[config.mk]
export PLATFORM = sky130hd
export DESIGN_NAME = pcm_sample_to_i2s_formatter
export DESIGN_NICKNAME = d
export VERILOG_FILES = /design/src/hw/rtl/i2sf_pkg.sv /design/src/hw/rtl/i2sf_front.sv /design/src/hw/rtl/i2sf_conv.sv /design/src/hw/rtl/i2sf_ser.sv /design/src/hw/rtl/pcm_sample_to_i2s_formatter.sv
export SDC_FILE = /design/constraint.sdc
export NUM_CORES = 1
export LEC_CHECK = 0
export BUFFER_PORTS_ARGS = -buffer_cell sky130_fd_sc_hd__buf_2
export CAP_MARGIN = 15
export CORE_UTILIZATION = 54
export DETAILED_ROUTE_END_ITERATION = 10
export PLACE_DENSITY = 0.74
export RECOVER_POWER = 25
export SETUP_SLACK_MARGIN = 0.15
export SLEW_MARGIN = 30
export SYNTH_ARGS = -nofsm -noshare
export SYNTH_HDL_FRONTEND = slang
export SYNTH_SLANG_ARGS = --single-unit
[constraint.sdc]
create_clock -name clk -period 4.9 [get_ports clk]
set_clock_uncertainty 0.15 [all_clocks]
set_input_delay 0.735 -clock clk [delete_from_list [all_inputs] [get_ports clk]]
set_output_delay 0.735 -clock clk [all_outputs]
set_load 0.01 [all_outputs]
[src/hw/rtl/i2sf_pkg.sv]
// Shared types and constants for the PCM to I2S halfword formatter.
package i2sf_pkg;

  localparam logic [1:0] FMT_U8  = 2'd0;
  localparam logic [1:0] FMT_S16 = 2'd1;
  localparam logic [1:0] FMT_S24 = 2'd2;
  localparam logic [1:0] FMT_F32 = 2'd3;

  localparam logic [1:0] REG_MONO  = 2'd0;
  localparam logic [1:0] REG_WIDTH = 2'd1;

  localparam logic [7:0]  EXP_MAX    = 8'hFF;
  localparam logic [7:0]  EXP_SAT    = 8'd127;
  localparam logic [7:0]  EXP_ZERO   = 8'd96;
  localparam logic [7:0]  EXP_UNITY  = 8'd119;
  localparam logic [7:0]  U8_OFFSET  = 8'h80;
  localparam logic [31:0] Q31_POSMAX = 32'h7FFF_FFFF;
  localparam logic [31:0] Q31_NEGMAX = 32'h8000_0000;

  // Decoded sample after the first stage.
  typedef struct packed {
    logic        f32;
    logic        neg;
    logic        sat;
    logic        zero;
    logic        left;
    logic [4:0]  sh;
    logic [23:0] mant;
    logic [31:0] word;
    logic        two;
    logic        mono;
  } s1_t;

  // Sample after the mantissa shift.
  typedef struct packed {
    logic        f32;
    logic        neg;
    logic        sat;
    logic        zero;
    logic [30:0] mag;
    logic [31:0] word;
    logic        two;
    logic        mono;
  } s2_t;

  // Halfword group handed to the serializer.
  typedef struct packed {
    logic [15:0] hi;
    logic [15:0] lo;
    logic        two;
    logic        mono;
  } grp_t;

endpackage

[src/hw/rtl/i2sf_front.sv]
// First stage: format decode and float field unpacking.
module i2sf_front (
  input  logic               clk,
  input  logic               rst,
  input  logic               in_valid,
  output logic               in_ready,
  input  logic [31:0]        sample_bits,
  input  logic [1:0]         fmt,
  input  logic               mono,
  output logic               out_valid,
  input  logic               out_ready,
  output i2sf_pkg::s1_t      out_data
);
  import i2sf_pkg::*;

  logic       valid;
  s1_t        data;
  s1_t        data_next;
  logic [7:0] ex;
  logic [7:0] sh_full;
  logic       nan;

  assign ex      = sample_bits[30:23];
  assign nan     = (ex == EXP_MAX) && (sample_bits[22:0] != 23'd0);
  assign sh_full = (ex >= EXP_UNITY) ? (ex - EXP_UNITY) : (EXP_UNITY - ex);

  always_comb begin
    data_next      = '0;
    data_next.f32  = (fmt == FMT_F32);
    data_next.neg  = sample_bits[31];
    data_next.sat  = (ex >= EXP_SAT) && !nan;
    data_next.zero = nan || (ex < EXP_ZERO);
    data_next.left = (ex >= EXP_UNITY);
    data_next.sh   = sh_full[4:0];
    data_next.mant = {1'b1, sample_bits[22:0]};
    data_next.two  = (fmt == FMT_S24) || (fmt == FMT_F32);
    data_next.mono = mono;
    case (fmt)
      FMT_U8:  data_next.word = {sample_bits[7:0] ^ U8_OFFSET, 24'h000000};
      FMT_S16: data_next.word = {sample_bits[15:0], 16'h0000};
      FMT_S24: data_next.word = {sample_bits[23:0], 8'h00};
      default: data_next.word = 32'h0000_0000;
    endcase
  end

  assign in_ready = !valid || out_ready;

  always_ff @(posedge clk) begin
    if (rst) begin
      valid <= 1'b0;
    end else if (in_ready) begin
      valid <= in_valid;
    end
  end

  always_ff @(posedge clk) begin
    if (in_ready && in_valid) begin
      data <= data_next;
    end
  end

  assign out_valid = valid;
  assign out_data  = data;
endmodule

[src/hw/rtl/i2sf_conv.sv]
// Second and third stages: mantissa shift, then sign, saturation and grouping.
module i2sf_conv (
  input  logic               clk,
  input  logic               rst,
  input  logic               in_valid,
  output logic               in_ready,
  input  i2sf_pkg::s1_t      in_data,
  output logic               out_valid,
  input  logic               out_ready,
  output i2sf_pkg::grp_t     out_data
);
  import i2sf_pkg::*;

  logic        valid2;
  s2_t         data2;
  s2_t         data2_next;
  logic        valid3;
  grp_t        data3;
  grp_t        data3_next;
  logic        ready2;
  logic        ready3;
  logic [30:0] mant_ext;
  logic [31:0] mag_ext;
  logic [31:0] q;
  logic [31:0] word;

  assign mant_ext = {7'd0, in_data.mant};

  always_comb begin
    data2_next      = '0;
    data2_next.f32  = in_data.f32;
    data2_next.neg  = in_data.neg;
    data2_next.sat  = in_data.sat;
    data2_next.zero = in_data.zero;
    data2_next.word = in_data.word;
    data2_next.two  = in_data.two;
    data2_next.mono = in_data.mono;
    if (in_data.left) begin
      data2_next.mag = mant_ext << in_data.sh[2:0];
    end else begin
      data2_next.mag = mant_ext >> in_data.sh;
    end
  end

  assign mag_ext = {1'b0, data2.mag};

  always_comb begin
    if (data2.zero) begin
      q = 32'h0000_0000;
    end else if (data2.sat) begin
      q = data2.neg ? Q31_NEGMAX : Q31_POSMAX;
    end else if (data2.neg) begin
      q = 32'h0000_0000 - mag_ext;
    end else begin
      q = mag_ext;
    end
    word            = data2.f32 ? q : data2.word;
    data3_next.hi   = word[31:16];
    data3_next.lo   = word[15:0];
    data3_next.two  = data2.two;
    data3_next.mono = data2.mono;
  end

  assign ready3   = !valid3 || out_ready;
  assign ready2   = !valid2 || ready3;
  assign in_ready = ready2;

  always_ff @(posedge clk) begin
    if (rst) begin
      valid2 <= 1'b0;
      valid3 <= 1'b0;
    end else begin
      if (ready2) begin
        valid2 <= in_valid;
      end
      if (ready3) begin
        valid3 <= valid2;
      end
    end
  end

  always_ff @(posedge clk) begin
    if (ready2 && in_valid) begin
      data2 <= data2_next;
    end
    if (ready3 && valid2) begin
      data3 <= data3_next;
    end
  end

  assign out_valid = valid3;
  assign out_data  = data3;
endmodule

[src/hw/rtl/i2sf_ser.sv]
// Output serializer: sends the halfword group once or twice, one per cycle.
module i2sf_ser (
  input  logic               clk,
  input  logic               rst,
  input  logic               in_valid,
  output logic               in_ready,
  input  i2sf_pkg::grp_t     in_data,
  output logic               strobe,
  output logic [15:0]        halfword,
  output logic               last_of_sample
);
  import i2sf_pkg::*;

  logic       valid;
  grp_t       grp;
  logic [1:0] pos;
  logic [1:0] last_pos;
  logic       at_last;
  logic       load;

  // Last position: one halfword gives 0, two or a mono pair give 1, mono 32-bit gives 3.
  assign last_pos = {grp.two && grp.mono, grp.two || grp.mono};
  assign at_last  = (pos == last_pos);
  assign in_ready = !valid || at_last;
  assign load     = in_valid && in_ready;

  always_ff @(posedge clk) begin
    if (rst) begin
      valid <= 1'b0;
      pos   <= 2'd0;
    end else if (load) begin
      valid <= 1'b1;
      pos   <= 2'd0;
    end else if (valid) begin
      valid <= !at_last;
      pos   <= pos + 2'd1;
    end
  end

  always_ff @(posedge clk) begin
    if (load) begin
      grp <= in_data;
    end
  end

  assign strobe         = valid;
  assign halfword       = (grp.two && pos[0]) ? grp.lo : grp.hi;
  assign last_of_sample = valid && at_last;
endmodule

[src/hw/rtl/pcm_sample_to_i2s_formatter.sv]
// Top level of the PCM sample to I2S transmit halfword formatter.
//
// Use: pulse start with sample_bits while busy is low; the sample is taken at
// that clock edge. Each sample yields one halfword (8/16-bit), two (24-bit or
// float) or twice that for a mono source. Halfwords appear on halfword, one per
// cycle, each marked by strobe for exactly one cycle; last_of_sample flags the
// final halfword of a sample. The receiver must take every strobe.
// Configuration: write mono_source (index 0) and sample_width (index 1) through
// cfg_valid/cfg_index/cfg_data; cfg_ready is always high. Write only while idle.
// Path: a sample is registered at its accept edge in the decode stage, then
// passes the shift and the sign and saturate stages into the serializer, which
// raises strobe for its first halfword and presents it for one cycle.
// Throughput: the serializer sends one halfword per cycle, so a sample takes
// one, two or four halfwords of output; busy rises when the three stages are
// all full and the serializer is sending a halfword that is not its sample's
// last, and new samples enter every cycle otherwise.
// Reset: rst clears all valid bits and restores mono_source = 0 and
// sample_width = 16-bit; any samples in flight are dropped.
module pcm_sample_to_i2s_formatter (
  input  logic        clk,
  input  logic        rst,
  input  logic        start,
  output logic        busy,
  input  logic [31:0] sample_bits,
  output logic        strobe,
  output logic [15:0] halfword,
  output logic        last_of_sample,
  input  logic        cfg_valid,
  output logic        cfg_ready,
  input  logic [1:0]  cfg_index,
  input  logic [7:0]  cfg_data
);
  import i2sf_pkg::*;

  logic       mono_source;
  logic [1:0] sample_width;
  logic       front_ready;
  logic       front_valid;
  s1_t        front_data;
  logic       conv_ready;
  logic       conv_valid;
  grp_t       conv_data;
  logic       ser_ready;

  assign cfg_ready = 1'b1;

  always_ff @(posedge clk) begin
    if (rst) begin
      mono_source  <= 1'b0;
      sample_width <= FMT_S16;
    end else if (cfg_valid && cfg_ready) begin
      unique case (cfg_index)
        REG_MONO:  mono_source  <= cfg_data[0];
        REG_WIDTH: sample_width <= cfg_data[1:0];
        default: ;
      endcase
    end
  end

  assign busy = !front_ready;

  i2sf_front u_front (
    .clk         (clk),
    .rst         (rst),
    .in_valid    (start),
    .in_ready    (front_ready),
    .sample_bits (sample_bits),
    .fmt         (sample_width),
    .mono        (mono_source),
    .out_valid   (front_valid),
    .out_ready   (conv_ready),
    .out_data    (front_data)
  );

  i2sf_conv u_conv (
    .clk       (clk),
    .rst       (rst),
    .in_valid  (front_valid),
    .in_ready  (conv_ready),
    .in_data   (front_data),
    .out_valid (conv_valid),
    .out_ready (ser_ready),
    .out_data  (conv_data)
  );

  i2sf_ser u_ser (
    .clk            (clk),
    .rst            (rst),
    .in_valid       (conv_valid),
    .in_ready       (ser_ready),
    .in_data        (conv_data),
    .strobe         (strobe),
    .halfword       (halfword),
    .last_of_sample (last_of_sample)
  );
endmodule

* Word level (Yosys, flattened, before mapping)
Cells that the tools add are included.
Word-level totals: output and inout bits 20, input port bits 46, flip-flop bits (word level) 213
Operators by class: shift-type cells 2, add/subtract/negate cells 4, muxes and demuxes 11, bitwise gates (word level) 1, eq/ne operators 6, reduce and logical (&&, ||, !) cells 29, order comparisons 3
Operators with widths (number):
- two-way mux 32 bit | 5
- case mux 32 bit (3 select lines) | 1
- subtractor 1 x 31 -> 32 bit (first input constant) | 1
- two-way mux 31 bit | 1
- left shift 24 x 3 -> 31 bit | 1
- right shift 24 x 5 -> 31 bit | 1
- nonzero test 23 bit | 1
- greater-or-equal comparator 8 x 7 -> 1 bit (second input constant) | 2
- two-way mux 16 bit | 1
- logical AND 1 bit | 9
- equality test 8 bit (second input constant) | 1
- < comparator 8 x 7 -> 1 bit (second input constant) | 1
- zero test 1 bit | 7
- logical OR 1 bit | 7
- two-way mux 5 bit | 1
- subtractor 5 bit (first input constant) | 1
- subtractor 5 bit (second input constant) | 1
- equality test 2 x 1 -> 1 bit (second input constant) | 2
- equality test 2 bit (second input constant) | 2
- zero test 2 bit | 2
- AND reduction 2 bit | 2
- adder 2 x 1 -> 2 bit (second input constant) | 1
- equality test 2 bit | 1
- two-way mux 1 bit | 2
- 2 further kinds | 2

* Logic depth before layout (Yosys ltp)
Gate-level depths: netlist of the first run.
word-level depth 7, mapped depth 9, depth with buffers taken out 7

* Modules after synthesis
Synthesis of the first run repeated with hierarchy kept, for this count alone.
Second synthesis, totals: cell total of the unflattened synthesis 896, area total of the unflattened synthesis 10726.5 um2
Modules (own cells, without submodules):
- i2sf_conv | cells each 640, area each 6673.9 um2, instances 1
- i2sf_front | cells each 161, area each 2477.4 um2, instances 1
- i2sf_ser | cells each 78, area each 1420.1 um2, instances 1
- pcm_sample_to_i2s_formatter | cells each 17, area each 155.1 um2, instances 1

* Least setup slack after synthesis of the first run
OpenSTA, ideal clock, no wires.
path kind register to register, start point reg u_ser.grp[1] (netlist name), end point reg u_conv.data2[0] (netlist name), enable pin, required time 4.234 ns, path slack -0.063 ns, period minus slack after synthesis 4.963 ns, cell stages (with the launch flop) 4, data arrival time 4.296 ns, cells stage by stage edfxtp_1 > or4_1 > and3_1 > a31oi_1
Between the ends: word-level cells in the longest chain between the ends 6, elaborated cells on any way between the ends 7, those cells by class 1 x eq/ne; 6 x reduce/logical
Ends and longest elaborated chain:
- start: declaration | RTL line i2sf_ser.sv:15 | grp_t grp;
- start signal: assignment | RTL line i2sf_ser.sv:42 | grp <= in_data;
- logical OR 1 bit / logical AND 1 bit (equally long branches) | RTL line i2sf_ser.sv:22 | assign last_pos = {grp.two && grp.mono, grp.two || grp.mono};
- equality test 2 bit (*) | RTL line i2sf_ser.sv:23 | assign at_last = (pos == last_pos);
- logical OR 1 bit (*) | RTL line i2sf_ser.sv:24 | assign in_ready = !valid || at_last;
- logical OR 1 bit (*) | RTL line i2sf_conv.sv:64 | assign ready3 = !valid3 || out_ready;
- logical OR 1 bit (*) | RTL line i2sf_conv.sv:65 | assign ready2 = !valid2 || ready3;
- logical AND 1 bit (*) | RTL line i2sf_conv.sv:83 | if (ready2 && in_valid) begin
- end signal: assignment | RTL line i2sf_conv.sv:84 | data2 <= data2_next;
- end: declaration | RTL line i2sf_conv.sv:15 | s2_t data2;
Every way passes the cells marked *; elsewhere a longest branch is shown, timed or not. A chain may end at the register's enable or synchronous reset.

==> results of run 1 <==
power groups by stage:
stage / logic (mW) / clock network [mW] / registers [mW]
3_5_place_dp: 0.446 / 0 / 2.05
6_report: 0.456 / 1.41 / 2.01
4_1_cts: 0.450 / 1.44 / 2.01
5_1_grt: 0.495 / 1.50 / 2.02
2_1_floorplan: 0.335 / 0 / 2.02
3_3_place_gp: 0.443 / 0 / 2.05
worst max-delay path by stage:
stage                                    from                        endpoint  slack [ps]  cells after the start
4_1_cts                u_ser.grp[1]$_DFFE_PP_                            busy        1600                      5
6_report       u_front.out_data[60]$_DFFE_PP_      u_conv.data2[44]$_DFFE_PP_        1670                      4
3_5_place_dp           u_ser.grp[1]$_DFFE_PP_  u_front.out_data[60]$_DFFE_PP_        1820                      6
3_3_place_gp           u_ser.grp[1]$_DFFE_PP_  u_front.out_data[35]$_DFFE_PP_        1860                      6
2_1_floorplan          u_ser.grp[1]$_DFFE_PP_   u_front.out_data[0]$_DFFE_PP_         400                      5
5_1_grt        u_front.out_data[60]$_DFFE_PP_      u_conv.data2[44]$_DFFE_PP_        1400                      4
placed cells by master, fill, tap and decap left out, types with 16 or more instances in the layout:
cell type / netlist / final
a21oi_1: 49 / 49
buf_2: 4 / 35
clkbuf_1: 43 / 24
clkbuf_16: 0 / 17
edfxtp_1: 188 / 188
mux2_2: 27 / 27
mux2i_1: 48 / 48
mux4_2: 20 / 20
nand2_1: 57 / 57
nand3_1: 23 / 23
nor2_1: 68 / 66
nor2b_1: 16 / 16
nor3_1: 16 / 16
o211ai_1: 17 / 17
o21ai_0: 48 / 48
per-layer routing:
metal  GRT usage [%]  wire length, µm
met1            34.0             9860
met3            3.38             1430
met2            35.6            10200
met5               0                0
met4            10.8              722
metrics by stage:
step | hold WS [ps] | worst slack [ps] | utilization, %
after floorplan | 250 | 404 | -
after global placement | 252 | 1860 | 58.4
after detailed placement | 255 | 1820 | 58.5
after CTS | 273 | 1600 | 61.9
after global routing | 275 | 1400 | 61.9
final | 272 | 1670 | 61.9
registers in the layout, summed over array words and instances, names as in the netlist:
signal and flops:
sample_width 2, u_conv.out_data 34, u_conv.out_valid 1, u_ser.strobe 1
u_ser.pos 2, mono_source 1, u_front.out_data 59, u_front.out_valid 1
u_conv.data2 61, u_ser.grp 34, u_conv.valid2 1
layout make-up:
| type | count | share of cell area [%] |
|---|---|---|
| sequential | 197 | 51.7 |
| timing repair buffer | 71 | 3.51 |
| clock inverter | 15 | 1.72 |
| inverter | 17 | 0.566 |
| tap | 229 | 2.54 |
| multi-input combinational | 566 | 36.2 |
| clock buffer | 17 | 3.77 |
kinds of logic (layout without fill, tap and decap cells):
group                      count (synthesis)  after routing
adders and majority gates                  2              2
muxes                                     95             95
AOI/OAI and AO/OA                        190            190
xor gates and xnor gates                  21             21
and+or+nand+nor                          257            257
buffers and inverters                     72            120
other                                      1              1
DFF                                      197            197
==> impl_metrics.tcl, run 1 <==
set metrics [dict create \
    status "finished, violations left" \
    violations "DRC" \
    hp-start "u_conv.out_data[33]$_DFFE_PP_" \
    clock_latency_ps 440 \
    synth_fa_ha_area_share_pct 0.246 \
    grt_pass1_wl_um 34800 \
    cp_num_buf_inv 2 \
    layout.nets 918 \
    io_buffers 58 \
    path_clk_slew_ps 80 \
    r2r_setup_slack_ps 1670 \
    grt_start_max_net_pins 70 \
    power_frac_seq_pct 51.8 \
    muxShareOfSynthArea_pct 12.2 \
    synth_top_area_share_pct 55.6 \
    min_period_ps 3230 \
    ioPinCount 66 \
    fin_cells 1112 \
    synthesis.area_um2 10200 \
    crit_path_top_delay_cell "clkinv_1" \
    synth_simple_gate_area_share_pct 13.1 \
    cts_tree "done" \
    p_int_mw 2.82 \
    grt_overflow 0 \
    cts.repair.resized 0 \
    leakage_nw 3.90 \
    max-clock-path-buffers 2 \
    rows 49 \
    hold_end "u_ser.grp[33]$_DFFE_PP_" \
    avgSynthCellArea_um2 12.2 \
    n_antenna_cell 0 \
    postCtsSetupRepairBufs 0 \
    r2r-end "u_conv.data2[44]$_DFFE_PP_" \
    fillCellCount 1375 \
    die_area_um2 19400 \
    ys_types 66 \
    grt_setup_unrepaired "false" \
    final_area_um2 11300 \
    pwr-share-clk_pct 36.4 \
    r2r_cells 4 \
    ys_ff_latch 197 \
    timing.rr.start "u_front.out_data[60]$_DFFE_PP_" \
    vias 6904 \
    synth_compound_area_share_pct 12.3 \
    peakVddDrop_mv 0.254 \
    slew_headroom_pct 33.1 \
    synth_top_family_by_area "simple AND/OR/NAND/NOR gates" \
    setup_viol 0 \
    crit_type "reg2reg" \
    coreArea_um2 18200 \
    combPwrFrac_pct 11.7 \
    path_delay_family "buffers and inverters" \
    syn-num-nets 883 \
    syn_inst 835 \
    place.gp.congestion 0.964 \
    seq_area_um2 5830 \
    hold_path.class "reg2reg" \
    cts_sinks 197 \
    synth_most_common_cell "edfxtp_1" \
    synth-xor-area-share_pct 1.81 \
    synth_edf_count 188 \
    holdPathStages 0 \
    drc_errors 4 \
    cts_htree_levels 4 \
    synth.yosys.seq_area_share_pct 57.4 \
    finalSetupTns_ps 0 \
    drtAntennaViolNets 0 \
    endpoint_kind "flip-flop" \
    clockRootBuffer "clkbuf_16" \
    finalPower_mw 3.88 \
    drive_gt1_share_pct 16.4 \
    cp_max_fo 69 \
    yosysWarnings 0 \
    numCtsBuffers 17 \
    hold_buffers 0 \
    placed_area_um2 10600 \
    grt_use_total_pct 23.6 \
    worst_pin_slew_ps 996 \
    start_util_pct 55.8 \
    multiInputGateArea_um2 4080 \
    via_per_inst 6.21 \
    maxCapViolations 0 \
    area_growth_pct 11.0 \
    wl_um 22200 \
    async_flop_share_pct 0 \
    dr.pass1.iters 8 \
    power_density_nw_per_um2 344 \
    cp-start-kind "flip-flop" \
    grt_pass1_vias 6316 \
    critical_path_arrival_ps 3230 \
    synthTopCellsByCount "edfxtp_1 (188), nor2_1 (68), nand2_1 (57)" \
    synthTopCellsByArea "edfxtp_1 (56%), mux2i_1 (4.7%), mux4_2 (4.4%)" \
    max_stage_delay_ps 920 \
    required_ps 4890 \
    switching_share_pct 27.2 \
    ys.flop_type "edfxtp_1" \
    hpwlAfterDp_um 15900 \
    finalHoldViolCount 0 \
    max_freq_mhz 309 \
    drt_iter0_markers 709 \
    die_w_um 139 \
    antenna_found_initial 0 \
    yosys.area.top_type "edfxtp_1" \
    die_h_um 139 \
    post_drt_wl_per_cell_um 20.0 \
    power.switching_mw 1.06 \
    drv_slew 0 \
    place_inst 1078 \
    worstPathCellList "buf_4, clkinv_1, o311ai_0, o211ai_1" \
    min_period_over_period_pct 66.0 \
]
Note: power is estimated with default switching activity, not from simulation.
==> run 2, diff against run 1 <==
--- a/config.mk
+++ b/config.mk
@@ -9,7 +9,7 @@
 export CAP_MARGIN = 15
 export CORE_UTILIZATION = 54
 export DETAILED_ROUTE_END_ITERATION = 10
-export PLACE_DENSITY = 0.74
+export PLACE_DENSITY = 0.71
 export RECOVER_POWER = 25
 export SETUP_SLACK_MARGIN = 0.15
 export SLEW_MARGIN = 30
==> constraint.sdc (replaced) <==
create_clock -name clk -period 3.35 [get_ports clk]
set_clock_uncertainty 0.15 [all_clocks]
set_input_delay 0.5025 -clock clk [delete_from_list [all_inputs] [get_ports clk]]
set_output_delay 0.5025 -clock clk [all_outputs]
set_load 0.01 [all_outputs]
==> run 2 against run 1 <==
The run still ends with DRC left; critical path depth rose by 1; cell count rose by 0.36%; sequential cell count did not move; setup slack got worse by 1200 ps; critical path type is now reg2out; wire length rose by 8.1%; sequential power rose by 47%; hold slack got worse by 190 ps; non-clock buffer count rose by 4; global-route usage rose by 2.1 points.
==> impl_metrics.tcl, run 2 (synthesis results as in run 1) <==
set metrics [dict create \
    place.gp.congestion 0.921 \
    via_per_inst 6.30 \
    slew_headroom_pct 52.9 \
    worstPathCellList "or4_1, and3_1, nand4_1, inv_1, buf_2" \
    clockRootBuffer "clkbuf_16" \
    holdPathStages 1 \
    io_buffers 58 \
    placed_area_um2 10700 \
    status "finished, violations left" \
    max_stage_delay_ps 610 \
    crit_path_top_delay_cell "or4_1" \
    finalHoldViolCount 0 \
    violations "DRC" \
    grt_overflow 0 \
    start_util_pct 55.8 \
    path_delay_family "simple AND/OR/NAND/NOR gates" \
    critical_path_arrival_ps 2220 \
    grt_setup_unrepaired "false" \
    vias 7032 \
    r2r-end "u_conv.out_data[30]$_DFFE_PP_" \
    drt_iter0_markers 761 \
    post_drt_wl_per_cell_um 21.5 \
    seq_area_um2 5830 \
    min_period_ps 2870 \
    cp_num_buf_inv 2 \
    max_freq_mhz 349 \
    fillCellCount 1407 \
    cts_htree_levels 4 \
    hold_buffers 0 \
    post-route-util_pct 62.0 \
    grt_start_max_net_pins 69 \
    hp-start "sample_bits[31]" \
    grt_pass1_vias 6477 \
    finalPower_mw 5.67 \
    cts_tree "done" \
    hold_end "u_front.out_data[66]$_DFFE_PP_" \
    drtAntennaViolNets 0 \
    cp-start-kind "flip-flop" \
    r2r_setup_slack_ps 550 \
    coreArea_um2 18200 \
    required_ps 2700 \
    hold_ws_ps 83.9 \
    cp_max_fo 5 \
    die_area_um2 19400 \
    grt_use_total_pct 25.7 \
    endpoint_kind "primary output" \
    timing.rr.start "u_conv.data2[34]$_DFFE_PP_" \
    die_w_um 139 \
    largest_register_ffs 61 \
    maxCapViolations 0 \
    layout.nets 922 \
    grt_pass1_wl_um 37200 \
    n_antenna_cell 0 \
    numCtsBuffers 17 \
    area_growth_pct 11.2 \
    peakVddDrop_mv 0.377 \
    crit_type "reg2out" \
    max-clock-path-buffers 2 \
    clock_latency_ps 450 \
    drive_gt1_share_pct 16.9 \
    dr.pass1.iters 10 \
    die_h_um 139 \
    final_area_um2 11300 \
    hold_path.class "in2reg" \
    layout_commonest_cell "edfxtp_1" \
    regMostFlops "u_conv.data2" \
    antenna_found_initial 0 \
    leakage_nw 3.92 \
    postCtsSetupRepairBufs 0 \
    cts_sinks 197 \
    cts.repair.resized 0 \
    final_cell_mix "edfxtp_1 (188), nor2_1 (67), nand2_1 (57)" \
    drc_errors 2 \
    wl_um 24000 \
    ioPinCount 66 \
    min_period_over_period_pct 85.7 \
    rows 49 \
    path_clk_slew_ps 80 \
    drv_slew 0 \
    hpwlAfterDp_um 17700 \
    multiInputGateArea_um2 4080 \
    worst_pin_slew_ps 699 \
    power_density_nw_per_um2 502 \
    r2r_cells 7 \
    setup_viol 0 \
]
-- run 2: changes by cell type in the layout (fill, tap and decap cells not counted), moves of 2 or more --
cell,change
inv_12,-2
clkinv_1,-2
buf_4,+5
buf_12,+2
-- run 2: worst max path at each step --
stage | cells after the start | end | startpoint | slack, ps
floorplan | 5 | u_ser.pos[1]$_SDFFE_PP0P_ | u_ser.grp[1]$_DFFE_PP_ | -140
global placement | 7 | u_conv.out_data[30]$_DFFE_PP_ | u_conv.data2[34]$_DFFE_PP_ | 710
detailed placement | 7 | u_conv.out_data[30]$_DFFE_PP_ | u_conv.data2[34]$_DFFE_PP_ | 550
CTS | 5 | busy | u_ser.grp[1]$_DFFE_PP_ | 470
global route | 7 | u_conv.out_data[30]$_DFFE_PP_ | u_conv.data2[34]$_DFFE_PP_ | 330
finish | 5 | busy | u_ser.grp[1]$_DFFE_PP_ | 480
-- run 2: power breakdown --
group	switching [mW]	internal (mW)	total (mW)
logic	0.414	0.272	0.687
registers	0.111	2.84	2.95
clock network	1.00	1.03	2.04
total	1.53	4.14	5.67
-- run 2: per-stage QoR --
stage               instances  TNS, ps  worst slack, ps
finish                   1116        0              481
global placement         1084        0              709
CTS                      1116        0              473
floorplan                 835    -7100             -141
global route             1116        0              325
detailed placement       1084        0              551
-- run 2: worst reg2reg max path, cell delays in order (launching register included) --
cell and delay (ps):
edfxtp_1 430, inv_1 110, ha_1 200, nor3b_1 410, nand4_1 380, nor4_1 460, a211oi_1 90, a221o_1 310
-- run 2: cell type report --
class	count	area share, %
repair buffers	75	3.77
clock buffers	18	3.89
flip-flops and latches	197	51.6
well taps	229	2.54
clock inverters	14	1.53
inverters	17	0.565
multi-input cells	566	36.1
-- run 2: routing by layer --
| metal | GRT usage [%] | routed length [µm] | vias up |
|---|---|---|---|
| met5 | 0 | 0 | - |
| met4 | 8.19 | 490 | 0 |
| met3 | 4.45 | 1300 | 28 |
| met2 | 42.5 | 11600 | 259 |
| met1 | 34.7 | 10600 | 3449 |
| li1 | - | - | 3296 |
